--- src/hw/rtl/ftce_pkg.sv ---
// Package for the five-register toy CPU execute unit.
// Holds widths, instruction codes, the decoded micro-op and the result record.
// Depends on nothing; every other file of the block but ftce_ram imports it.
`default_nettype none

package ftce_pkg;

    // Datapath and storage sizes.
    localparam int DATA_WIDTH = 32;
    localparam int IMM_WIDTH  = 32;
    localparam int MEM_WORDS  = 64;
    localparam int ADDR_W     = $clog2(MEM_WORDS);
    localparam int NUM_REGS   = 5;
    localparam int REG_IDX_W  = 3;
    localparam int TGT_W      = 10;
    localparam int ACT_W      = 3;
    localparam int FORM_W     = 3;

    // Depth of the queue between decode and execute, and of the result queue.
    localparam int FQ_DEPTH   = 2;
    localparam int FQ_PTR_W   = 1;
    localparam int FQ_CNT_W   = 2;
    localparam int RQ_DEPTH   = 2;
    localparam int RQ_PTR_W   = 1;
    localparam int RQ_CNT_W   = 2;

    // Instruction actions.
    typedef enum logic [ACT_W-1:0] {
        ACT_MOV = 3'd0,
        ACT_ADD = 3'd1,
        ACT_SUB = 3'd2,
        ACT_PRN = 3'd3,
        ACT_JMP = 3'd4,
        ACT_JPN = 3'd5,
        ACT_HLT = 3'd6
    } t_action;

    // Operand forms of data instructions.
    localparam logic [FORM_W-1:0] FORM_REG_IMM = 3'd0;
    localparam logic [FORM_W-1:0] FORM_REG_REG = 3'd1;
    localparam logic [FORM_W-1:0] FORM_REG_MEM = 3'd2;
    localparam logic [FORM_W-1:0] FORM_MEM_REG = 3'd3;
    localparam logic [FORM_W-1:0] FORM_MEM_IMM = 3'd4;

    // Forms of jump instructions.
    localparam logic [FORM_W-1:0] FORM_JMP_ALWAYS = 3'd0;
    localparam logic [FORM_W-1:0] FORM_JMP_REG    = 3'd1;

    // Operand source of a register write.
    typedef enum logic [1:0] {
        SRC_IMM,
        SRC_REG,
        SRC_MEM
    } t_src;

    // ALU operation.
    typedef enum logic [1:0] {
        ALU_PASS,
        ALU_ADD,
        ALU_SUB
    } t_alu;

    // Jump condition.
    typedef enum logic [1:0] {
        JMP_NONE,
        JMP_ALWAYS,
        JMP_ZERO,
        JMP_LEZ
    } t_jump;

    // Decoded micro-op handed from the front end to the execute stage.
    typedef struct packed {
        logic                  reg_we;
        logic [REG_IDX_W-1:0]  reg_a;
        logic [REG_IDX_W-1:0]  reg_b;
        t_src                  src;
        t_alu                  alu;
        logic                  mem_we;
        logic                  mem_from_reg;
        t_jump                 jump;
        logic                  halt;
        logic [ADDR_W-1:0]     addr;
        logic [DATA_WIDTH-1:0] imm;
        logic [TGT_W-1:0]      target;
    } t_op;

    // One result record.
    typedef struct packed {
        logic [NUM_REGS-1:0][DATA_WIDTH-1:0] regs;
        logic [DATA_WIDTH-1:0]               mem_value;
        logic                                jump_taken;
        logic [TGT_W-1:0]                    jump_target;
        logic                                halted;
    } t_result;

endpackage

`default_nettype wire

--- src/hw/rtl/ftce_ram.sv ---
// Generic single-write, single-read RAM with a registered read port.
// Standalone; used for the data memory of the execute stage.
`default_nettype none

module ftce_ram #(
    parameter int WIDTH = 32,
    parameter int DEPTH = 64
) (
    input  wire logic                     i_clk,
    input  wire logic                     i_we,
    input  wire logic [$clog2(DEPTH)-1:0] i_waddr,
    input  wire logic [WIDTH-1:0]         i_wdata,
    input  wire logic                     i_re,
    input  wire logic [$clog2(DEPTH)-1:0] i_raddr,
    output logic      [WIDTH-1:0]         o_rdata
);

    logic [WIDTH-1:0] r_mem [DEPTH];
    logic [WIDTH-1:0] r_rdata;

    // A read in the same cycle as a write to the same word returns the old word.
    always_ff @(posedge i_clk) begin
        if (i_we) begin
            r_mem[i_waddr] <= i_wdata;
        end
        if (i_re) begin
            r_rdata <= r_mem[i_raddr];
        end
    end

    assign o_rdata = r_rdata;

endmodule

`default_nettype wire

--- src/hw/rtl/ftce_front.sv ---
// Front end: accepts instructions, classifies them into micro-ops and queues them.
// Depends on ftce_pkg.
`default_nettype none

module ftce_front (
    input  wire logic                           i_clk,
    input  wire logic                           i_rst_n,
    input  wire logic                           i_push,
    output logic                                o_full,
    input  wire logic [ftce_pkg::ACT_W-1:0]     i_action,
    input  wire logic [ftce_pkg::FORM_W-1:0]    i_form,
    input  wire logic [ftce_pkg::REG_IDX_W-1:0] i_reg_a,
    input  wire logic [ftce_pkg::REG_IDX_W-1:0] i_reg_b,
    input  wire logic [ftce_pkg::ADDR_W-1:0]    i_mem_addr,
    input  wire logic [ftce_pkg::IMM_WIDTH-1:0] i_immediate,
    input  wire logic [ftce_pkg::TGT_W-1:0]     i_target_line,
    output logic                                o_head_vld,
    output ftce_pkg::t_op                       o_head,
    input  wire logic                           i_head_pop
);

    import ftce_pkg::*;

    t_op                 n_op;
    logic                va;
    logic                push_ok;
    t_op                 r_q [FQ_DEPTH];
    logic [FQ_PTR_W-1:0] r_wptr;
    logic [FQ_PTR_W-1:0] r_rptr;
    logic [FQ_CNT_W-1:0] r_cnt;

    // Classify the instruction; meaningless forms become a no-op.
    always_comb begin
        va               = (i_reg_a < REG_IDX_W'(NUM_REGS));
        n_op             = '0;
        n_op.src         = SRC_IMM;
        n_op.alu         = ALU_PASS;
        n_op.jump        = JMP_NONE;
        n_op.reg_a       = i_reg_a;
        n_op.reg_b       = i_reg_b;
        n_op.addr        = i_mem_addr;
        n_op.imm         = DATA_WIDTH'($signed(i_immediate));
        n_op.target      = i_target_line;
        unique case (t_action'(i_action))
            ACT_MOV: begin
                case (i_form)
                    FORM_REG_IMM: begin
                        n_op.reg_we = va;
                        n_op.src    = SRC_IMM;
                    end
                    FORM_REG_REG: begin
                        n_op.reg_we = va;
                        n_op.src    = SRC_REG;
                    end
                    FORM_REG_MEM: begin
                        n_op.reg_we = va;
                        n_op.src    = SRC_MEM;
                    end
                    FORM_MEM_REG: begin
                        n_op.mem_we       = 1'b1;
                        n_op.mem_from_reg = 1'b1;
                    end
                    FORM_MEM_IMM: begin
                        n_op.mem_we = 1'b1;
                    end
                    default: begin
                    end
                endcase
            end
            ACT_ADD, ACT_SUB: begin
                n_op.alu = (t_action'(i_action) == ACT_ADD) ? ALU_ADD : ALU_SUB;
                case (i_form)
                    FORM_REG_IMM: begin
                        n_op.reg_we = va;
                        n_op.src    = SRC_IMM;
                    end
                    FORM_REG_REG: begin
                        n_op.reg_we = va;
                        n_op.src    = SRC_REG;
                    end
                    FORM_REG_MEM: begin
                        n_op.reg_we = va;
                        n_op.src    = SRC_MEM;
                    end
                    default: begin
                    end
                endcase
            end
            ACT_JMP, ACT_JPN: begin
                if (i_form == FORM_JMP_ALWAYS) begin
                    n_op.jump = JMP_ALWAYS;
                end else if (i_form == FORM_JMP_REG && va) begin
                    n_op.jump = (t_action'(i_action) == ACT_JMP) ? JMP_ZERO : JMP_LEZ;
                end
            end
            ACT_HLT: begin
                n_op.halt = 1'b1;
            end
            default: begin
            end
        endcase
    end

    assign o_full     = (r_cnt == FQ_CNT_W'(FQ_DEPTH));
    assign push_ok    = i_push && !o_full;
    assign o_head_vld = (r_cnt != '0);
    assign o_head     = r_q[r_rptr];

    // Queue payload storage.
    always_ff @(posedge i_clk) begin
        if (push_ok) begin
            r_q[r_wptr] <= n_op;
        end
    end

    // Queue pointers and fill count.
    always_ff @(posedge i_clk) begin
        if (!i_rst_n) begin
            r_wptr <= '0;
            r_rptr <= '0;
            r_cnt  <= '0;
        end else begin
            if (push_ok) begin
                r_wptr <= r_wptr + 1'b1;
            end
            if (i_head_pop) begin
                r_rptr <= r_rptr + 1'b1;
            end
            if (push_ok && !i_head_pop) begin
                r_cnt <= r_cnt + 1'b1;
            end else if (!push_ok && i_head_pop) begin
                r_cnt <= r_cnt - 1'b1;
            end
        end
    end

endmodule

`default_nettype wire

--- src/hw/rtl/ftce_back.sv ---
// Execute stage: register file, data memory and ALU; produces one result per micro-op.
// Depends on ftce_pkg and ftce_ram.
`default_nettype none

module ftce_back (
    input  wire logic     i_clk,
    input  wire logic     i_rst_n,
    input  wire logic     i_head_vld,
    input  wire ftce_pkg::t_op i_head,
    output logic          o_head_pop,
    output logic          o_res_vld,
    output ftce_pkg::t_result o_res,
    input  wire logic     i_res_full
);

    import ftce_pkg::*;

    logic                  r_s2_vld;
    t_op                   r_s2_op;
    logic [DATA_WIDTH-1:0] r_regs [NUM_REGS];
    logic [MEM_WORDS-1:0]  r_mem_vld;
    logic                  r_byp;
    logic [DATA_WIDTH-1:0] r_byp_data;

    logic                  s2_fire;
    logic                  ram_we;
    logic [DATA_WIDTH-1:0] ram_rdata;
    logic [DATA_WIDTH-1:0] a_val;
    logic [DATA_WIDTH-1:0] b_val;
    logic [DATA_WIDTH-1:0] mem_old;
    logic [DATA_WIDTH-1:0] operand;
    logic [DATA_WIDTH-1:0] alu_res;
    logic [DATA_WIDTH-1:0] wdata;
    logic [DATA_WIDTH-1:0] n_regs [NUM_REGS];
    logic                  taken;

    // The stage fires when its result can enter the result queue; a new
    // micro-op is loaded, and its memory word read, whenever the stage frees up.
    assign s2_fire    = r_s2_vld && !i_res_full;
    assign o_head_pop = i_head_vld && (!r_s2_vld || s2_fire);
    assign ram_we     = s2_fire && r_s2_op.mem_we;

    ftce_ram #(
        .WIDTH (DATA_WIDTH),
        .DEPTH (MEM_WORDS)
    ) u_mem (
        .i_clk   (i_clk),
        .i_we    (ram_we),
        .i_waddr (r_s2_op.addr),
        .i_wdata (wdata),
        .i_re    (o_head_pop),
        .i_raddr (i_head.addr),
        .o_rdata (ram_rdata)
    );

    // Operand fetch, ALU and result assembly.
    always_comb begin
        a_val = (r_s2_op.reg_a < REG_IDX_W'(NUM_REGS)) ? r_regs[r_s2_op.reg_a] : '0;
        b_val = (r_s2_op.reg_b < REG_IDX_W'(NUM_REGS)) ? r_regs[r_s2_op.reg_b] : '0;

        // Words never written read as zero; a write at the load edge is bypassed.
        if (r_byp) begin
            mem_old = r_byp_data;
        end else if (r_mem_vld[r_s2_op.addr]) begin
            mem_old = ram_rdata;
        end else begin
            mem_old = '0;
        end

        case (r_s2_op.src)
            SRC_REG: operand = b_val;
            SRC_MEM: operand = mem_old;
            default: operand = r_s2_op.imm;
        endcase

        case (r_s2_op.alu)
            ALU_ADD: alu_res = a_val + operand;
            ALU_SUB: alu_res = a_val - operand;
            default: alu_res = operand;
        endcase

        wdata = r_s2_op.mem_from_reg ? a_val : r_s2_op.imm;

        for (int i = 0; i < NUM_REGS; i++) begin
            n_regs[i] = r_regs[i];
        end
        if (r_s2_op.reg_we) begin
            n_regs[r_s2_op.reg_a] = alu_res;
        end

        case (r_s2_op.jump)
            JMP_ALWAYS: taken = 1'b1;
            JMP_ZERO:   taken = (a_val == '0);
            JMP_LEZ:    taken = (a_val == '0) || a_val[DATA_WIDTH-1];
            default:    taken = 1'b0;
        endcase

        for (int i = 0; i < NUM_REGS; i++) begin
            o_res.regs[i] = n_regs[i];
        end
        o_res.mem_value   = r_s2_op.mem_we ? wdata : mem_old;
        o_res.jump_taken  = taken;
        o_res.jump_target = taken ? r_s2_op.target : '0;
        o_res.halted      = r_s2_op.halt;
    end

    assign o_res_vld = s2_fire;

    // Stage payload and memory-write bypass capture.
    always_ff @(posedge i_clk) begin
        if (o_head_pop) begin
            r_s2_op    <= i_head;
            r_byp      <= ram_we && (r_s2_op.addr == i_head.addr);
            r_byp_data <= wdata;
        end
    end

    // Stage valid, register file and memory valid bits.
    always_ff @(posedge i_clk) begin
        if (!i_rst_n) begin
            r_s2_vld  <= 1'b0;
            r_mem_vld <= '0;
            for (int i = 0; i < NUM_REGS; i++) begin
                r_regs[i] <= '0;
            end
        end else begin
            if (o_head_pop) begin
                r_s2_vld <= 1'b1;
            end else if (s2_fire) begin
                r_s2_vld <= 1'b0;
            end
            if (s2_fire) begin
                for (int i = 0; i < NUM_REGS; i++) begin
                    r_regs[i] <= n_regs[i];
                end
            end
            if (ram_we) begin
                r_mem_vld[r_s2_op.addr] <= 1'b1;
            end
        end
    end

endmodule

`default_nettype wire

--- src/hw/rtl/ftce_outq.sv ---
// Result queue: holds finished results until the consumer takes them.
// Depends on ftce_pkg.
`default_nettype none

module ftce_outq (
    input  wire logic         i_clk,
    input  wire logic         i_rst_n,
    input  wire logic         i_wr,
    input  wire ftce_pkg::t_result i_data,
    output logic              o_full,
    output logic              o_empty,
    input  wire logic         i_rd,
    output ftce_pkg::t_result o_data
);

    import ftce_pkg::*;

    t_result             r_q [RQ_DEPTH];
    logic [RQ_PTR_W-1:0] r_wptr;
    logic [RQ_PTR_W-1:0] r_rptr;
    logic [RQ_CNT_W-1:0] r_cnt;
    logic                rd_ok;

    assign o_full  = (r_cnt == RQ_CNT_W'(RQ_DEPTH));
    assign o_empty = (r_cnt == '0);
    assign rd_ok   = i_rd && !o_empty;
    assign o_data  = r_q[r_rptr];

    // Result storage.
    always_ff @(posedge i_clk) begin
        if (i_wr) begin
            r_q[r_wptr] <= i_data;
        end
    end

    // Pointers and fill count.
    always_ff @(posedge i_clk) begin
        if (!i_rst_n) begin
            r_wptr <= '0;
            r_rptr <= '0;
            r_cnt  <= '0;
        end else begin
            if (i_wr) begin
                r_wptr <= r_wptr + 1'b1;
            end
            if (rd_ok) begin
                r_rptr <= r_rptr + 1'b1;
            end
            if (i_wr && !rd_ok) begin
                r_cnt <= r_cnt + 1'b1;
            end else if (!i_wr && rd_ok) begin
                r_cnt <= r_cnt - 1'b1;
            end
        end
    end

endmodule

`default_nettype wire

--- src/hw/rtl/five_register_toy_cpu_execute.sv ---
// Execute unit of a toy five-register machine with a 64-word data memory.
// Path: front queue, execute stage register, result queue, then the output ports.
// Throughput: one instruction per cycle while the result queue has room; the single
// execute stage reads, computes and writes back with a bypass for memory words.
// Reset (synchronous, active low) empties both queues and zeroes the registers;
// memory words read as zero until written, with no clearing pass.
`default_nettype none

module five_register_toy_cpu_execute (
    input  wire logic                           i_clk,
    input  wire logic                           i_rst_n,
    input  wire logic                           push,
    output logic                                full,
    input  wire logic [ftce_pkg::ACT_W-1:0]     i_action,
    input  wire logic [ftce_pkg::FORM_W-1:0]    i_form,
    input  wire logic [ftce_pkg::REG_IDX_W-1:0] i_reg_a,
    input  wire logic [ftce_pkg::REG_IDX_W-1:0] i_reg_b,
    input  wire logic [ftce_pkg::ADDR_W-1:0]    i_mem_addr,
    input  wire logic signed [ftce_pkg::IMM_WIDTH-1:0] i_immediate,
    input  wire logic [ftce_pkg::TGT_W-1:0]     i_target_line,
    output logic                                empty,
    input  wire logic                           pop,
    output logic signed [ftce_pkg::DATA_WIDTH-1:0] o_reg_one,
    output logic signed [ftce_pkg::DATA_WIDTH-1:0] o_reg_two,
    output logic signed [ftce_pkg::DATA_WIDTH-1:0] o_reg_three,
    output logic signed [ftce_pkg::DATA_WIDTH-1:0] o_reg_four,
    output logic signed [ftce_pkg::DATA_WIDTH-1:0] o_reg_five,
    output logic [ftce_pkg::DATA_WIDTH-1:0]     o_mem_value,
    output logic                                o_jump_taken,
    output logic [ftce_pkg::TGT_W-1:0]          o_jump_target,
    output logic                                o_halted
);

    import ftce_pkg::*;

    logic    head_vld;
    t_op     head;
    logic    head_pop;
    logic    res_vld;
    t_result res;
    logic    res_full;
    t_result out_res;

    // Front end: transfer, decode and queue.
    ftce_front u_front (
        .i_clk         (i_clk),
        .i_rst_n       (i_rst_n),
        .i_push        (push),
        .o_full        (full),
        .i_action      (i_action),
        .i_form        (i_form),
        .i_reg_a       (i_reg_a),
        .i_reg_b       (i_reg_b),
        .i_mem_addr    (i_mem_addr),
        .i_immediate   (i_immediate),
        .i_target_line (i_target_line),
        .o_head_vld    (head_vld),
        .o_head        (head),
        .i_head_pop    (head_pop)
    );

    // Back end: execute against the register file and memory.
    ftce_back u_back (
        .i_clk      (i_clk),
        .i_rst_n    (i_rst_n),
        .i_head_vld (head_vld),
        .i_head     (head),
        .o_head_pop (head_pop),
        .o_res_vld  (res_vld),
        .o_res      (res),
        .i_res_full (res_full)
    );

    // Result queue toward the consumer.
    ftce_outq u_outq (
        .i_clk   (i_clk),
        .i_rst_n (i_rst_n),
        .i_wr    (res_vld),
        .i_data  (res),
        .o_full  (res_full),
        .o_empty (empty),
        .i_rd    (pop),
        .o_data  (out_res)
    );

    // Unpack the oldest result onto the ports.
    assign o_reg_one     = $signed(out_res.regs[0]);
    assign o_reg_two     = $signed(out_res.regs[1]);
    assign o_reg_three   = $signed(out_res.regs[2]);
    assign o_reg_four    = $signed(out_res.regs[3]);
    assign o_reg_five    = $signed(out_res.regs[4]);
    assign o_mem_value   = out_res.mem_value;
    assign o_jump_taken  = out_res.jump_taken;
    assign o_jump_target = out_res.jump_target;
    assign o_halted      = out_res.halted;

endmodule

`default_nettype wire

--- config.mk ---
export PLATFORM = sky130hd
export DESIGN_NAME = five_register_toy_cpu_execute
export DESIGN_NICKNAME = d
export VERILOG_FILES = /design/src/hw/rtl/ftce_pkg.sv /design/src/hw/rtl/ftce_ram.sv /design/src/hw/rtl/ftce_front.sv /design/src/hw/rtl/ftce_back.sv /design/src/hw/rtl/ftce_outq.sv /design/src/hw/rtl/five_register_toy_cpu_execute.sv
export SDC_FILE = /design/constraint.sdc
export NUM_CORES = 2
export LEC_CHECK = 0
export BUFFER_PORTS_ARGS = -buffer_cell sky130_fd_sc_hd__buf_2
export CAP_MARGIN = 20
export CORE_MARGIN = 3
export CORE_UTILIZATION = 35
export DETAILED_ROUTE_END_ITERATION = 8
export MAX_ROUTING_LAYER = met4
export PLACE_DENSITY = 0.58
export RECOVER_POWER = 50
export SYNTH_ARGS = -nofsm -noshare
export SYNTH_HDL_FRONTEND = slang
export SYNTH_SLANG_ARGS = --single-unit
export TNS_END_PERCENT = 1
--- constraint.sdc ---
create_clock -name i_clk -period 23.4 [get_ports i_clk]
set_clock_uncertainty 0.05 [all_clocks]
set_input_delay 1.17 -clock i_clk [delete_from_list [all_inputs] [get_ports i_clk]]
set_output_delay 1.17 -clock i_clk [all_outputs]
set_load 0.02 [all_outputs]
Yosys cells after proc, flatten, opt, wreduce, memory -nomap -nowiden --
Memories as Yosys holds them, arrays and structs flattened. A register that Yosys moved wholly into a read port is not among the register bits. Index checks and enable logic that the tools add are counted.
Cells by class: add/sub/neg operators 10, $mul 0, div/mod/pow operators 0, magnitude comparators 7, equality and inequality tests 19, shifts and indexed selects 0, mux-type cells 58, bitwise gates (word level) 7, reductions and logical operators 36
Operators by type and width (count):
- $mux W32 | 12
- $bwmux W160 | 1
- $mux W160 | 1
- $pmux W32 S2 | 2
- $demux W32 S3 | 1
- $or A64 B64 Y64 | 1
- $add A32 B32 Y32 | 1
- $logic_not A32 Y1 | 1
- $sub A32 B32 Y32 | 1
- $mux W1 | 23
- $mux W2 | 11
- $logic_and A1 B1 Y1 | 13
- $eq A2 B2 Y1 const B | 6
- $eq A3 B3 Y1 const B | 4
- $mux W10 | 1
- $eq A3 B2 Y1 const B | 3
- $lt A3 B3 Y1 const B | 3
- $logic_not A1 Y1 | 8
- $reduce_bool A2 Y1 | 4
- $lt A6 B7 Y1 const B | 1
- $bmux W1 S6 | 1
- $demux W1 S6 | 1
- $eq A2 B1 Y1 const B | 3
- $eq A3 B1 Y1 const B | 2
- 17 further kinds | 32
Word-level totals: register bits 170, bits in latches 0, memory bits (writable) 2744, bits in read-only memories 0, input port bits 64, memories 4
Memories:
- u_back.u_mem.r_mem | words 64, width 32, read ports 1, clocked after memory_dff 1, write ports 1, RTL line ftce_ram.sv:18 | logic [WIDTH-1:0] r_mem [DEPTH];
- u_outq.r_q | words 2, width 204, read ports 1, clocked after memory_dff 1, write ports 1, RTL line ftce_outq.sv:18 | t_result r_q [RQ_DEPTH];
- u_back.r_regs | words 5, width 32, read ports 7, clocked after memory_dff 2, write ports 5, RTL line ftce_back.sv:20 | logic [DATA_WIDTH-1:0] r_regs [NUM_REGS];
- u_front.r_q | words 2, width 64, read ports 1, clocked after memory_dff 1, write ports 1, RTL line ftce_front.sv:27 | t_op r_q [FQ_DEPTH];

Depth between registers and ports, before layout --
depth in word-level cells 10, mapped depth 31, depth with buffers taken out 25

Modules after synthesis --
Synthesis repeated with hierarchy kept, for this count alone.
Unflattened totals: cell total of the unflattened synthesis 6305, area total of the unflattened synthesis 120164.0 sq um
Modules (own cells, without submodules):
- ftce_ram | instances 1, cells each 3324, area an instance 78835.6 sq um, seq. area each 62459.9 sq um
- ftce_back | instances 1, cells each 2079, area an instance 20748.6 sq um, seq. area each 9138.8 sq um
- ftce_outq | instances 1, cells each 657, area an instance 15601.2 sq um, seq. area each 12351.8 sq um
- ftce_front | instances 1, cells each 245, area an instance 4978.5 sq um, seq. area each 3943.8 sq um

Worst setup path before layout --
Ideal clock, no wire load.
path kind flip-flop to flip-flop, start reg u_outq.r_cnt[0], end reg u_outq.r_wptr, setup time 0.098 ns, arrival 9.783 ns, path slack 13.469 ns, stages on the path, launching flop included 5, buffers on the path 0, clock period less this slack 9.931 ns, cell sequence dfxtp_1 nand2b_1 nand2_1 nor2_1 o21a_1
On the way: cells in the longest elaborated chain, start to end 3
Ends and longest elaborated chain:
- from (decl) | RTL line ftce_outq.sv:21 | logic [RQ_CNT_W-1:0] r_cnt;
- from (signal assigned) | RTL line ftce_outq.sv:50 | r_cnt <= r_cnt + 1'b1;
- from (signal assigned) | RTL line ftce_outq.sv:52 | r_cnt <= r_cnt - 1'b1;
- $eq A2 B2 Y1 | RTL line ftce_outq.sv:24 | assign o_full = (r_cnt == RQ_CNT_W'(RQ_DEPTH));
- $logic_not A1 Y1 | RTL line ftce_back.sv:39 | assign s2_fire = r_s2_vld && !i_res_full;
- $logic_and A1 B1 Y1 | RTL line ftce_back.sv:39
- to (signal assigned) | RTL line ftce_outq.sv:44 | r_wptr <= r_wptr + 1'b1;
- to (decl) | RTL line ftce_outq.sv:19 | logic [RQ_PTR_W-1:0] r_wptr;
Every way passes these cells. A chain may end at the register's enable or synchronous reset.

==> flow_summary.json <==
{
  "max_freq_mhz": 81.4,
  "layout_commonest_cell": "edfxtp_1",
  "dp_hpwl_um": 211000,
  "gp_congestion": 0.897,
  "slew_headroom": -4.68,
  "cts_setup_buffers": 0,
  "period_share": 0.525,
  "final.setup.tns_ps": 0,
  "insertion_delay_ps": 920,
  "path_clk_slew_ps": 60,
  "cp_max_fo": 142,
  "slew_viol_final": 3512,
  "synthCells": 9284,
  "final_cell_mix": "2873 x edfxtp_1, 2267 x nand2_1, 1050 x nand3_1",
  "rows": 216,
  "layout_min_cycle_time_ps": 12290,
  "syn-mean-instance-area_um2": 13.2,
  "async_flop_share": 0,
  "slowest_stage": "clkinvlp_2",
  "vias": 79600,
  "drc": 0,
  "grt_overflow": 0,
  "tightest_slew_ps": 8510,
  "clock_path_buffers": 4,
  "initial_utilization": 0.353,
  "drv_cap": 65,
  "antenna_found_initial": 15,
  "synth_seq_cells": 2954,
  "pwr_density_cell_nw_per_um2": 142,
  "dieHeight_um": 598,
  "via_per_inst": 5.56,
  "cts_tree": "built",
  "hold_buffers": 0,
  "ys_dominant_reg_cell": "edfxtp_1",
  "synth.yosys.seq_area_share": 0.716,
  "grt_first_pass_wirelength_um": 531000,
  "gr-usage-all-layers": 0.204,
  "synth.top_cell.area_share": 0.702,
  "ys_warn_count": 0,
  "status": "finished with violations",
  "fin_area_um2": 139000,
  "worstSetupPathType": "flip-flop to flip-flop",
  "dpl_cell_area_um2": 130000,
  "crit_family": "buffers and inverters",
  "area_delta_synth_final_pct": 13.6,
  "leakage_uw": 0.0473,
  "drtIter0Drc": 8737,
  "violations": "capacitance limit, slew limit",
  "synth-edff-count": 2873,
  "synth_top_area_cell": "edfxtp_1",
  "cts_resized": 0,
  "die_w_um": 598,
  "avgRoutedWirePerCell_um": 25.7,
  "drt_first_pass_iters": 6,
  "crit_required_ps": 23990,
  "coreArea_um2": 348000,
  "grt_max_degree": 164,
  "final_nets": 9559,
  "drive_above_1_share": 0.133,
  "synth.distinct_cells": 88,
  "first_global_vias": 76200,
  "crit_buf_inv": 5,
  "syn-cell-area_um2": 123000,
  "cts_sinks": 2954,
  "die_area_um2": 358000,
  "htreeDepth": 5,
  "start_kind": "flip-flop",
  "cts_buffers": 314,
  "port_buffers": 269,
  "max-vdd-ir-drop_v": 0.000126,
  "cp.arrival_ps": 12880,
  "cts_root_buffer": "clkbuf_16",
  "rsz0062_at_grt": "false",
  "endpoint_kind": "flip-flop",
  "setup_viol": 0,
  "cp_cell_sequence": "clkbuf_1 > mux2i_4 > buf_4 > clkinvlp_2 > buf_4 > buf_12 > a311oi_1 > a311oi_1 > a31oi_1 > a21oi_1 > a21oi_1",
  "syn_nets": 9386,
  "wl_um": 368000,
  "hold_path_class": "input port to flip-flop",
  "yosys-top-cells-area": "edfxtp_1 70%, nand2_1 6.9%, nand3_1 4.3%, mux2_2 2.9%, a311oi_1 2.6%",
  "final_antenna_net_count": 0,
  "io-pin-count": 270,
  "final_hold_viol_count": 0,
  "slowest_delay_ps": 4150
}
[layout make-up]
class / instances / area (um2)
fillers: 31800 / 208000
flip-flops and latches: 2954 / 87900
multi-input cells: 5649 / 32700
clock buffers: 392 / 8320
well taps: 4578 / 5730
repair buffers: 495 / 2950
clock inverters: 180 / 1650
inverters: 43 / 173
diodes: 8 / 20.0
[power by group]
group	leakage, uW	switching (uW)	internal, uW	total [uW]
clock	0.00487	2090	2770	4860
combinational	0.0153	5270	1960	7230
sequential	0.0271	281	7480	7760
total	0.0473	7640	12200	19900
[kinds of logic after synthesis]
| logic type | synth area share |
|---|---|
| buffers and inverters | 0.0216 |
| DFF | 0.716 |
| and+or+nand+nor | 0.144 |
| muxes | 0.0502 |
| adders and majority gates | 0.00393 |
| xor gates and xnor gates | 0.00428 |
| AOI/OAI and AO/OA | 0.0606 |
[metal layers]
layer	vias up	part of all wire	track usage	routed length [um]
li1	35000	-	-	-
met1	40200	0.41	0.270	151000
met2	3656	0.47	0.319	173000
met3	705	0.078	0.0306	28600
met4	0	0.041	0.0766	15200
met5	-	0	-	0
[Yosys cell counts (all sizes together), types with 37 or more instances]
master	number
nand2	2268
a21oi	197
mux4	76
nor2b	112
dfxtp	81
clkbuf	562
nor2	233
o21a	82
o21ai	191
a311oi	362
inv	41
nand3	1056
nor3	66
buf	76
and3	153
ha	37
a31oi	50
edfxtp	2873
a211oi	61
mux2i	86
mux2	316
[flip-flops by register name, summed over array words and instances, names as in the netlist, named ones only]
| signal | count |
|---|---|
| u_front.r_rptr | 1 |
| u_back.r_mem_vld | 64 |
| u_back.r_regs | 160 |
| u_outq.r_wptr | 1 |
| u_front.r_cnt | 2 |
| u_back.u_mem.r_mem | 2048 |
| u_back.r_s2_op | 63 |
| u_back.r_byp_data | 32 |
| u_outq.r_q | 408 |
| u_back.o_res | 1 |
| u_outq.r_rptr | 1 |
| u_back.r_byp | 1 |
| u_front.r_q | 128 |
| u_front.r_wptr | 1 |
| u_outq.r_cnt | 2 |
| u_back.u_mem.o_rdata | 32 |
| u_back.r_s2_vld | 1 |
[final timing paths]
| path | endpoint | slack (ps) | depth (start not counted) | start |
|---|---|---|---|---|
| worst max-delay path | u_back.u_mem.o_rdata[9] | 11110 | 11 | flip-flop |
| worst min-delay path | u_front.r_q[1][37] | 400 | 1 | i_immediate[27] |
| worst max register to register | u_back.u_mem.o_rdata[9] | 11110 | 11 | flip-flop |
| worst min register to register | u_outq.r_q[1][0] | 410 | 0 | u_back.o_res[0] |
[metrics by stage]
stage | utilization | setup WS (ps) | std cells | hold slack [ps] | power (uW)
finish | 0.401 | 11110 | 14300 | 403 | 19900
global route | 0.401 | 10480 | 14300 | 362 | 20700
CTS | 0.402 | 15060 | 14300 | 321 | 19700
detailed placement | 0.373 | 15050 | 13700 | 399 | 14900
global placement | 0.373 | 15040 | 13700 | 381 | 14700
floorplan | - | 13470 | 9284 | 371 | 12100
No activity file was read; power rests on OpenSTA's default activity.
